`config.mk`:
```
export PLATFORM = sky130hd
export DESIGN_NAME = rtc_datetime_bcd_codec
export DESIGN_NICKNAME = d
export VERILOG_FILES = /design/src/hw/rtl/rdc_pkg.sv /design/src/hw/rtl/rdc_unpack.sv /design/src/hw/rtl/rdc_check.sv /design/src/hw/rtl/rdc_pack.sv /design/src/hw/rtl/rtc_datetime_bcd_codec.sv
export SDC_FILE = /design/constraint.sdc
export NUM_CORES = 1
export LEC_CHECK = 0
export ABC_AREA = 1
export CAP_MARGIN = 20
export CORE_MARGIN = 4
export CORE_UTILIZATION = 60
export CTS_CLUSTER_SIZE = 30
export DETAILED_ROUTE_END_ITERATION = 7
export DONT_BUFFER_PORTS = 1
export HOLD_SLACK_MARGIN = 0.1
export PLACE_DENSITY = 0.86
export SKIP_CTS_REPAIR_TIMING = 1
export SYNTH_ARGS = -nofsm -noshare
export SYNTH_HDL_FRONTEND = slang
export SYNTH_HIERARCHICAL = 1
export SYNTH_SLANG_ARGS = --single-unit
```
`constraint.sdc`:
```
create_clock -name clk -period 9.1 [get_ports clk]
set_input_delay 1.365 -clock clk [delete_from_list [all_inputs] [get_ports clk]]
set_output_delay 1.365 -clock clk [all_outputs]
set_load 0.005 [all_outputs]
```
`src/hw/rtl/rdc_pkg.sv`:
```
`timescale 1ns / 1ps
// ----------------------------------------------------------------------------
// rdc_pkg
// shared types, constants and helper functions of the rtc datetime bcd codec
// ----------------------------------------------------------------------------
package rdc_pkg;

    // operation codes
    localparam logic OP_DECODE = 1'b0;
    localparam logic OP_ENCODE = 1'b1;

    // register byte masks
    localparam logic [7:0] SEC_MASK  = 8'h7f;
    localparam logic [7:0] MIN_MASK  = 8'h7f;
    localparam logic [7:0] HOUR_MASK = 8'h3f;
    localparam logic [7:0] DAY_MASK  = 8'h3f;
    localparam logic [7:0] WDAY_MASK = 8'h07;
    localparam logic [7:0] MON_MASK  = 8'h1f;
    localparam int         OSC_STOP_BIT = 7;

    // calendar limits
    localparam logic [11:0] YEAR_BASE = 12'd2000;
    localparam logic [11:0] YEAR_MAX  = 12'd2099;
    localparam logic [7:0]  MON_MAX   = 8'd12;
    localparam logic [7:0]  WDAY_MAX  = 8'd6;
    localparam logic [7:0]  HOUR_MAX  = 8'd23;
    localparam logic [7:0]  MIN_MAX   = 8'd59;
    localparam logic [7:0]  SEC_MAX   = 8'd59;

    // datetime after the unpack stage
    typedef struct packed {
        logic        op;
        logic        clock_ok;
        logic [11:0] year;
        logic [7:0]  month;
        logic [7:0]  day;
        logic [7:0]  weekday;
        logic [7:0]  hour;
        logic [7:0]  minute;
        logic [7:0]  second;
    } rdc_dt_t;

    // datetime after the check stage
    typedef struct packed {
        rdc_dt_t     dt;
        logic        ok;
        logic [6:0]  yy;
        logic [7:0]  zsum;
    } rdc_chk_t;

    // bcd byte to decimal, high*10 + low even for bad digits
    function automatic logic [7:0] from_bcd(input logic [7:0] b);
        logic [7:0] hi8;
        logic [7:0] lo8;
        hi8 = {4'b0000, b[7:4]};
        lo8 = {4'b0000, b[3:0]};
        return (hi8 << 3) + (hi8 << 1) + lo8;
    endfunction

    // decimal 0..99 to bcd, tens by reciprocal multiply
    function automatic logic [7:0] to_bcd(input logic [6:0] x);
        logic [13:0] prod;
        logic [3:0]  tens;
        logic [6:0]  ones;
        prod = {7'b0, x} * 14'd103;
        tens = prod[13:10];
        ones = x - 7'({3'b000, tens} * 7'd10);
        return {tens, ones[3:0]};
    endfunction

    // days in month 1..12, zero outside
    function automatic logic [4:0] month_days(input logic [3:0] m, input logic leap);
        logic [4:0] d;
        case (m)
            4'd1, 4'd3, 4'd5, 4'd7, 4'd8, 4'd10, 4'd12: d = 5'd31;
            4'd4, 4'd6, 4'd9, 4'd11:                    d = 5'd30;
            4'd2:                                       d = leap ? 5'd29 : 5'd28;
            default:                                    d = 5'd0;
        endcase
        return d;
    endfunction

    // zeller month term (13*(m+1))/5 mod 7, jan and feb as months 13 and 14
    function automatic logic [2:0] zeller_month(input logic [3:0] m);
        logic [2:0] t;
        case (m)
            4'd1:    t = 3'd1;
            4'd2:    t = 3'd4;
            4'd3:    t = 3'd3;
            4'd4:    t = 3'd6;
            4'd5:    t = 3'd1;
            4'd6:    t = 3'd4;
            4'd7:    t = 3'd6;
            4'd8:    t = 3'd2;
            4'd9:    t = 3'd5;
            4'd10:   t = 3'd0;
            4'd11:   t = 3'd3;
            4'd12:   t = 3'd5;
            default: t = 3'd0;
        endcase
        return t;
    endfunction

    // 8-bit value mod 7 by octal digit folding
    function automatic logic [2:0] mod7(input logic [7:0] x);
        logic [4:0] s;
        logic [3:0] t;
        s = {3'b000, x[7:6]} + {2'b00, x[5:3]} + {2'b00, x[2:0]};
        t = {2'b00, s[4:3]} + {1'b0, s[2:0]};
        return (t >= 4'd7) ? 3'(t - 4'd7) : t[2:0];
    endfunction

endpackage

```
`src/hw/rtl/rdc_unpack.sv`:
```
`timescale 1ns / 1ps
// ----------------------------------------------------------------------------
// rdc_unpack
// first stage: bcd decode of the register bytes or pass of the decimal input
// ----------------------------------------------------------------------------
module rdc_unpack
    import rdc_pkg::*;
(
    input  logic        clk,
    input  logic        rst_n,
    input  logic        in_valid,
    output logic        in_ready,
    input  logic        op,
    input  logic [11:0] year_in,
    input  logic [7:0]  month_in,
    input  logic [7:0]  day_in,
    input  logic [7:0]  weekday_in,
    input  logic [7:0]  hour_in,
    input  logic [7:0]  minute_in,
    input  logic [7:0]  second_in,
    output logic        dn_valid,
    input  logic        dn_ready,
    output rdc_dt_t     dn_data
);

    logic    valid_reg;
    rdc_dt_t data_reg;
    rdc_dt_t data_next;

    // select decoded or raw fields
    always_comb
    begin
        data_next.op = op;
        if (op == OP_DECODE)
        begin
            data_next.clock_ok = ~second_in[OSC_STOP_BIT];
            data_next.year     = YEAR_BASE + {4'b0000, from_bcd(year_in[7:0])};
            data_next.month    = from_bcd(month_in & MON_MASK);
            data_next.day      = from_bcd(day_in & DAY_MASK);
            data_next.weekday  = from_bcd(weekday_in & WDAY_MASK);
            data_next.hour     = from_bcd(hour_in & HOUR_MASK);
            data_next.minute   = from_bcd(minute_in & MIN_MASK);
            data_next.second   = from_bcd(second_in & SEC_MASK);
        end
        else
        begin
            data_next.clock_ok = 1'b0;
            data_next.year     = year_in;
            data_next.month    = month_in;
            data_next.day      = day_in;
            data_next.weekday  = weekday_in;
            data_next.hour     = hour_in;
            data_next.minute   = minute_in;
            data_next.second   = second_in;
        end
    end

    assign in_ready = ~valid_reg | dn_ready;

    // stage valid
    always_ff @(posedge clk or negedge rst_n)
    begin
        if (!rst_n)
            valid_reg <= 1'b0;
        else if (in_ready)
            valid_reg <= in_valid;
    end

    // stage payload
    always_ff @(posedge clk)
    begin
        if (in_ready && in_valid)
            data_reg <= data_next;
    end

    assign dn_valid = valid_reg;
    assign dn_data  = data_reg;

endmodule

```
`src/hw/rtl/rdc_check.sv`:
```
`timescale 1ns / 1ps
// ----------------------------------------------------------------------------
// rdc_check
// second stage: range, month length and leap checks, zeller weekday sum
// ----------------------------------------------------------------------------
module rdc_check
    import rdc_pkg::*;
(
    input  logic     clk,
    input  logic     rst_n,
    input  logic     up_valid,
    output logic     up_ready,
    input  rdc_dt_t  up_data,
    output logic     dn_valid,
    input  logic     dn_ready,
    output rdc_chk_t dn_data
);

    logic       valid_reg;
    rdc_chk_t   data_reg;
    rdc_chk_t   data_next;

    logic        year_ok;
    logic        month_ok;
    logic        day_ok;
    logic        misc_ok;
    logic        leap;
    logic [11:0] year_off;
    logic [6:0]  yy;
    logic [4:0]  mdays;
    logic        early;
    logic [6:0]  k;
    logic        jterm;

    // validity of the datetime
    always_comb
    begin
        year_off = up_data.year - YEAR_BASE;
        yy       = year_off[6:0];
        year_ok  = (up_data.year >= YEAR_BASE) && (up_data.year <= YEAR_MAX);
        leap     = (yy[1:0] == 2'b00);
        month_ok = (up_data.month >= 8'd1) && (up_data.month <= MON_MAX);
        mdays    = month_days(up_data.month[3:0], leap);
        day_ok   = (up_data.day >= 8'd1) && (up_data.day <= {3'b000, mdays});
        misc_ok  = (up_data.weekday <= WDAY_MAX) && (up_data.hour <= HOUR_MAX)
                   && (up_data.minute <= MIN_MAX) && (up_data.second <= SEC_MAX);
    end

    // zeller sum; century term mod 7 is 0 for 20xx and 1 for 1999
    always_comb
    begin
        early = (up_data.month[3:0] == 4'd1) || (up_data.month[3:0] == 4'd2);
        if (early)
            k = (yy == 7'd0) ? 7'd99 : yy - 7'd1;
        else
            k = yy;
        jterm = early && (yy == 7'd0);
        data_next.zsum = {3'b000, up_data.day[4:0]}
                         + {5'b00000, zeller_month(up_data.month[3:0])}
                         + {1'b0, k} + {3'b000, k[6:2]} + {7'b0000000, jterm};
        data_next.dt = up_data;
        data_next.ok = year_ok && month_ok && day_ok && misc_ok;
        data_next.yy = yy;
    end

    assign up_ready = ~valid_reg | dn_ready;

    // stage valid
    always_ff @(posedge clk or negedge rst_n)
    begin
        if (!rst_n)
            valid_reg <= 1'b0;
        else if (up_ready)
            valid_reg <= up_valid;
    end

    // stage payload
    always_ff @(posedge clk)
    begin
        if (up_ready && up_valid)
            data_reg <= data_next;
    end

    assign dn_valid = valid_reg;
    assign dn_data  = data_reg;

endmodule

```
`src/hw/rtl/rdc_pack.sv`:
```
`timescale 1ns / 1ps
// ----------------------------------------------------------------------------
// rdc_pack
// third stage: weekday reduction, bcd encode and output register
// ----------------------------------------------------------------------------
module rdc_pack
    import rdc_pkg::*;
(
    input  logic        clk,
    input  logic        rst_n,
    input  logic        up_valid,
    output logic        up_ready,
    input  rdc_chk_t    up_data,
    output logic        out_valid,
    input  logic        out_ready,
    output logic [11:0] year_out,
    output logic [7:0]  month_out,
    output logic [7:0]  day_out,
    output logic [7:0]  weekday_out,
    output logic [7:0]  hour_out,
    output logic [7:0]  minute_out,
    output logic [7:0]  second_out,
    output logic        clock_ok,
    output logic        valid_res
);

    logic        valid_reg;
    logic [11:0] year_reg,    year_next;
    logic [7:0]  month_reg,   month_next;
    logic [7:0]  day_reg,     day_next;
    logic [7:0]  weekday_reg, weekday_next;
    logic [7:0]  hour_reg,    hour_next;
    logic [7:0]  minute_reg,  minute_next;
    logic [7:0]  second_reg,  second_next;
    logic        clock_ok_reg, clock_ok_next;
    logic        vres_reg,    vres_next;
    logic [2:0]  h7;
    logic [2:0]  wday;

    // result fields per operation
    always_comb
    begin
        h7   = mod7(up_data.zsum);
        wday = (h7 == 3'd0) ? 3'd6 : h7 - 3'd1;
        if (up_data.dt.op == OP_DECODE)
        begin
            year_next     = up_data.dt.year;
            month_next    = up_data.dt.month;
            day_next      = up_data.dt.day;
            weekday_next  = up_data.dt.weekday;
            hour_next     = up_data.dt.hour;
            minute_next   = up_data.dt.minute;
            second_next   = up_data.dt.second;
            clock_ok_next = up_data.dt.clock_ok;
            vres_next     = up_data.ok;
        end
        else if (up_data.ok)
        begin
            year_next     = {4'b0000, to_bcd(up_data.yy)};
            month_next    = to_bcd(up_data.dt.month[6:0]);
            day_next      = to_bcd(up_data.dt.day[6:0]);
            weekday_next  = {5'b00000, wday};
            hour_next     = to_bcd(up_data.dt.hour[6:0]);
            minute_next   = to_bcd(up_data.dt.minute[6:0]);
            second_next   = to_bcd(up_data.dt.second[6:0]);
            clock_ok_next = 1'b0;
            vres_next     = 1'b1;
        end
        else
        begin
            year_next     = 12'd0;
            month_next    = 8'd0;
            day_next      = 8'd0;
            weekday_next  = 8'd0;
            hour_next     = 8'd0;
            minute_next   = 8'd0;
            second_next   = 8'd0;
            clock_ok_next = 1'b0;
            vres_next     = 1'b0;
        end
    end

    assign up_ready = ~valid_reg | out_ready;

    // output valid
    always_ff @(posedge clk or negedge rst_n)
    begin
        if (!rst_n)
            valid_reg <= 1'b0;
        else if (up_ready)
            valid_reg <= up_valid;
    end

    // output payload
    always_ff @(posedge clk)
    begin
        if (up_ready && up_valid)
        begin
            year_reg     <= year_next;
            month_reg    <= month_next;
            day_reg      <= day_next;
            weekday_reg  <= weekday_next;
            hour_reg     <= hour_next;
            minute_reg   <= minute_next;
            second_reg   <= second_next;
            clock_ok_reg <= clock_ok_next;
            vres_reg     <= vres_next;
        end
    end

    assign out_valid   = valid_reg;
    assign year_out    = year_reg;
    assign month_out   = month_reg;
    assign day_out     = day_reg;
    assign weekday_out = weekday_reg;
    assign hour_out    = hour_reg;
    assign minute_out  = minute_reg;
    assign second_out  = second_reg;
    assign clock_ok    = clock_ok_reg;
    assign valid_res   = vres_reg;

endmodule

```
`src/hw/rtl/rtc_datetime_bcd_codec.sv`:
```
`timescale 1ns / 1ps
// ----------------------------------------------------------------------------
// rtc_datetime_bcd_codec
// bcd rtc register bytes to decimal datetime and back, with calendar check
// ----------------------------------------------------------------------------
// usage:
//   one request on the input channel (in_valid / in_ready) carries op and the
//   seven datetime fields; op decode turns raw register bytes into decimal,
//   op encode checks a decimal datetime, computes the weekday (0 sunday) and
//   returns bcd register bytes. every request gives exactly one result on the
//   output channel (out_valid / out_ready).
//   pipeline: three register stages (unpack, check, pack); the accepting edge
//   loads unpack, the request then moves on to check and then to the pack
//   result register, whose load raises out_valid.
//   throughput: one request per cycle while out_ready stays high, set by the
//   three-stage pipeline with a valid bit per stage.
//   stall: when out_ready is low the result holds; each stage keeps taking
//   requests while it or a later stage is empty, so in_ready drops only once
//   all three stages are full.
//   reset: rst_n clears every stage valid bit; nothing else is kept.
// ----------------------------------------------------------------------------
module rtc_datetime_bcd_codec
    import rdc_pkg::*;
(
    input  logic        clk,
    input  logic        rst_n,
    input  logic        in_valid,
    output logic        in_ready,
    input  logic        op,
    input  logic [11:0] year_in,
    input  logic [7:0]  month_in,
    input  logic [7:0]  day_in,
    input  logic [7:0]  weekday_in,
    input  logic [7:0]  hour_in,
    input  logic [7:0]  minute_in,
    input  logic [7:0]  second_in,
    output logic        out_valid,
    input  logic        out_ready,
    output logic [11:0] year_out,
    output logic [7:0]  month_out,
    output logic [7:0]  day_out,
    output logic [7:0]  weekday_out,
    output logic [7:0]  hour_out,
    output logic [7:0]  minute_out,
    output logic [7:0]  second_out,
    output logic        clock_ok,
    output logic        valid_res
);

    logic     s1_valid;
    logic     s1_ready;
    rdc_dt_t  s1_data;
    logic     s2_valid;
    logic     s2_ready;
    rdc_chk_t s2_data;

    // stage 1: unpack
    rdc_unpack u_unpack (
        .clk        (clk),
        .rst_n      (rst_n),
        .in_valid   (in_valid),
        .in_ready   (in_ready),
        .op         (op),
        .year_in    (year_in),
        .month_in   (month_in),
        .day_in     (day_in),
        .weekday_in (weekday_in),
        .hour_in    (hour_in),
        .minute_in  (minute_in),
        .second_in  (second_in),
        .dn_valid   (s1_valid),
        .dn_ready   (s1_ready),
        .dn_data    (s1_data)
    );

    // stage 2: check
    rdc_check u_check (
        .clk      (clk),
        .rst_n    (rst_n),
        .up_valid (s1_valid),
        .up_ready (s1_ready),
        .up_data  (s1_data),
        .dn_valid (s2_valid),
        .dn_ready (s2_ready),
        .dn_data  (s2_data)
    );

    // stage 3: pack and output register
    rdc_pack u_pack (
        .clk         (clk),
        .rst_n       (rst_n),
        .up_valid    (s2_valid),
        .up_ready    (s2_ready),
        .up_data     (s2_data),
        .out_valid   (out_valid),
        .out_ready   (out_ready),
        .year_out    (year_out),
        .month_out   (month_out),
        .day_out     (day_out),
        .weekday_out (weekday_out),
        .hour_out    (hour_out),
        .minute_out  (minute_out),
        .second_out  (second_out),
        .clock_ok    (clock_ok),
        .valid_res   (valid_res)
    );

endmodule

```
==> impl_metrics.toml <==
[status]
status = "completed"

[pwr]
ir_drop_mv = 0.172
pwr_density_cell_mw_per_mm2 = 291
p_leak_nw = 8.80

[synth]
yosys.cell_types.count = 50
synth-seq-area-share_pct = 37.1
netlist_area_mm2 = 0.0162
synth_nets = 2140
synth_edf_count = 198
avgSynthCellArea_um2 = 9.46
yosys.cell_count.top_type = "nand2_1"
synth_fa_ha_area_share_pct = 31.2
yosys.area_share.simple_pct = 16.0
yosys_most_used_dff = "edfxtp_1"
synth_compound_area_share_pct = 5.10
synth_xor_area_share_pct = 1.88
async_flop_share_pct = 1.49
ys_ff_latch = 201
synth_common_cells = "385 x nand2_1, 329 x inv_1, 289 x ha_1"
synth_top_area_share_pct = 36.7
netlist_instances = 1714
synthTopCellsByArea = "edfxtp_1 37%, ha_1 22%, nand2_1 8.9%"
synth_warnings = 6
synth_top_family_by_area = "adder cells"
synth_mux_area_share_pct = 0.0617
yosysTopAreaCell = "edfxtp_1"

[detailed_routing]
wire_per_inst_um = 17.8
routed_wl_um = 36900
routed_via_density = 5.69
drtIter0Drc = 849
vias = 11800
drc = 0
dr.pass1.iters = 8
postRouteAntennaNets = 0

[worst_setup_path]
worst-r2r-setup-slack_ps = 4390
crit_top_cell = "nand2_1"
slowest_delay_ps = 540
reg2reg_to = "u_pack/month_out[3]$_DFFE_PP_"
path_class = "register to register"
cp_slowest_cell = "fa_1"
cp_max_fo = 4
rr_worst_depth = 23
crit_path_start_kind = "register"
crit_required_ps = 9360
cp.arrival_ps = 4960
timing.rr.start = "u_check/dn_data[61]$_DFFE_PP_"
critPathCaptureType = "register"
cp_cell_sequence = "inv_1, ha_1, fa_1, inv_1, fa_1, ha_1, ha_1, nand2_1, nand2_1, nand2_1, nand2_1, a21oi_1, nand2_1, nand2_1, nand2_2, xor2_2, fa_1, xnor2_1, nand3b_1, nand2_1, nand2_1, nand3_1, nand2_1"

[run]
maxCapViolCount = 0

[sta]
hold_viol = 0
fin_skew_ps = 18.8
finalCritPeriodShare_pct = 51.7
whs_ps = 416
fin_crit_ps = 4710
fmax_mhz = 213
slew-limit-headroom_pct = 29.1
tightest_slew_ps = 1060
tns_ps = 0
drv_slew = 0
finalSetupViolCount = 0
rsz0062_at_grt = "false"

[global_route]
grt_use_met3_pct = 5.26
antenna_found_initial = 0
grt_util_met1_pct = 30.5
grt_pass1_wl_um = 60600
grt_pass1_vias = 12400
busiest_layer = "met2"
grt_max_degree = 75
grt_overflow_total = 0
grt_util_met2_pct = 46.4
grt.total_usage_pct = 25.6

[place]
hpwlAfterDp_um = 28100
port_buffers = 0
gp_congestion = 0.947
place_inst = 2032

[cts]
clk_pin_slew_ps = 60
cts_tree = "built"
clock_path_buffers = 3
cts-root-buf = "clkbuf_16"
htreeDepth = 1
clock-sinks = 201
clkLatencyLatePin_ps = 510
cts_made_buffers = 23

[floorplanning]
fp.coreArea_mm2 = 0.0264
die_h_um = 172
start_util_pct = 61.5
rows = 59
ios = 129
die_w_um = 172
die_area_mm2 = 0.0297

[finish]
final_core_util_pct = 65.8
largest_reg_flops = 74
final_nets = 2148
syn_to_final_growth_pct = 7.01
antenna_cells = 0
layout.cells.non_filler = 2074
layout-drive-gt1-share_pct = 3.91

[hold_path]
hold_path_depth = 0
hp-class = "register to register"
hp-start = "u_unpack/dn_data[9]$_DFFE_PP_"
hold_end = "u_check/dn_data[25]$_DFFE_PP_"
-- worst max-delay path: cells and delay by family, from the launching register on --
family	cells	cell delay [ps]
flip-flops	1	450
AO/OA/AOI/OAI	1	230
buffers and inverters	2	150
adder cells (fa/ha/maj)	6	2360
AND/OR/NAND/NOR	12	960
XOR/XNOR	2	300
-- how the worst max path moves through the flow --
stage | from | endpoint | slack [ps] | depth (start not counted)
after CTS | u_check/dn_data[66]$_DFFE_PP_ | u_pack/year_out[3]$_DFFE_PP_ | 4400 | 22
final | u_check/dn_data[61]$_DFFE_PP_ | u_pack/month_out[3]$_DFFE_PP_ | 4390 | 23
after detailed placement | u_check/dn_data[66]$_DFFE_PP_ | u_pack/year_out[3]$_DFFE_PP_ | 4410 | 22
after global placement | u_check/dn_data[61]$_DFFE_PP_ | u_pack/month_out[3]$_DFFE_PP_ | 4510 | 23
after global routing | u_check/dn_data[61]$_DFFE_PP_ | u_pack/month_out[3]$_DFFE_PP_ | 3960 | 23
after floorplan | out_ready | u_check/dn_data[0]$_DFFE_PP_ | 3490 | 4
-- power by group --
group	leakage (nW)	switching [W]	internal, W
Clock	0.361	0.000379	0.000581
Combinational	6.47	0.00169	0.00111
Sequential	1.97	0.0000922	0.00121
Total	8.80	0.00216	0.00290
-- through the flow --
stage / area [um^2] / total power, W / setup WS (ps)
final: 17400 / 0.00506 / 4390
after global placement: 16600 / 0.00386 / 4510
after global routing: 17400 / 0.00557 / 3960
after CTS: 17400 / 0.00505 / 4400
after detailed placement: 16600 / 0.00404 / 4410
after floorplan: 16200 / 0.00342 / 3490
-- layout by cell type (no fill, tap or decap), drive strengths merged, types with 5 or more instances in the layout --
cell type / instances
a21o: 5
a21oi: 53
nand2: 388
nand3: 87
inv: 334
xnor2: 20
clkbuf: 28
o22ai: 22
o21bai: 5
fa: 72
clkinvlp: 6
ha: 289
nand4: 27
o21ai: 42
buf: 6
nor2: 96
xor2: 13
nor3: 12
nand3b: 6
edfxtp: 198
-- per-layer routing --
metal / routed length [um] / vias to the layer above
met2: 18600 / 437
li1: - / 5669
met4: 1210 / 0
met1: 14400 / 5601
met3: 2650 / 96
met5: 0 / -
-- kinds of logic after synthesis --
family / after synthesis
AO/OA/AOI/OAI: 141
adder cells (fa/ha/maj): 361
XOR/XNOR: 33
buffers and inverters: 357
flip-flops: 201
AND/OR/NAND/NOR: 620
multiplexers: 1
-- layout make-up --
class / count / area [um^2]
Sequential cell: 201 / 6020
Clock inverter: 14 / 188
Fill cell: 1922 / 9000
Clock buffer: 28 / 594
Multi-Input combinational cell: 1156 / 8830
Inverter: 334 / 1260
Timing Repair Buffer: 6 / 45.0
Tap cell: 335 / 419
Note: power is estimated with default switching activity, not from simulation.
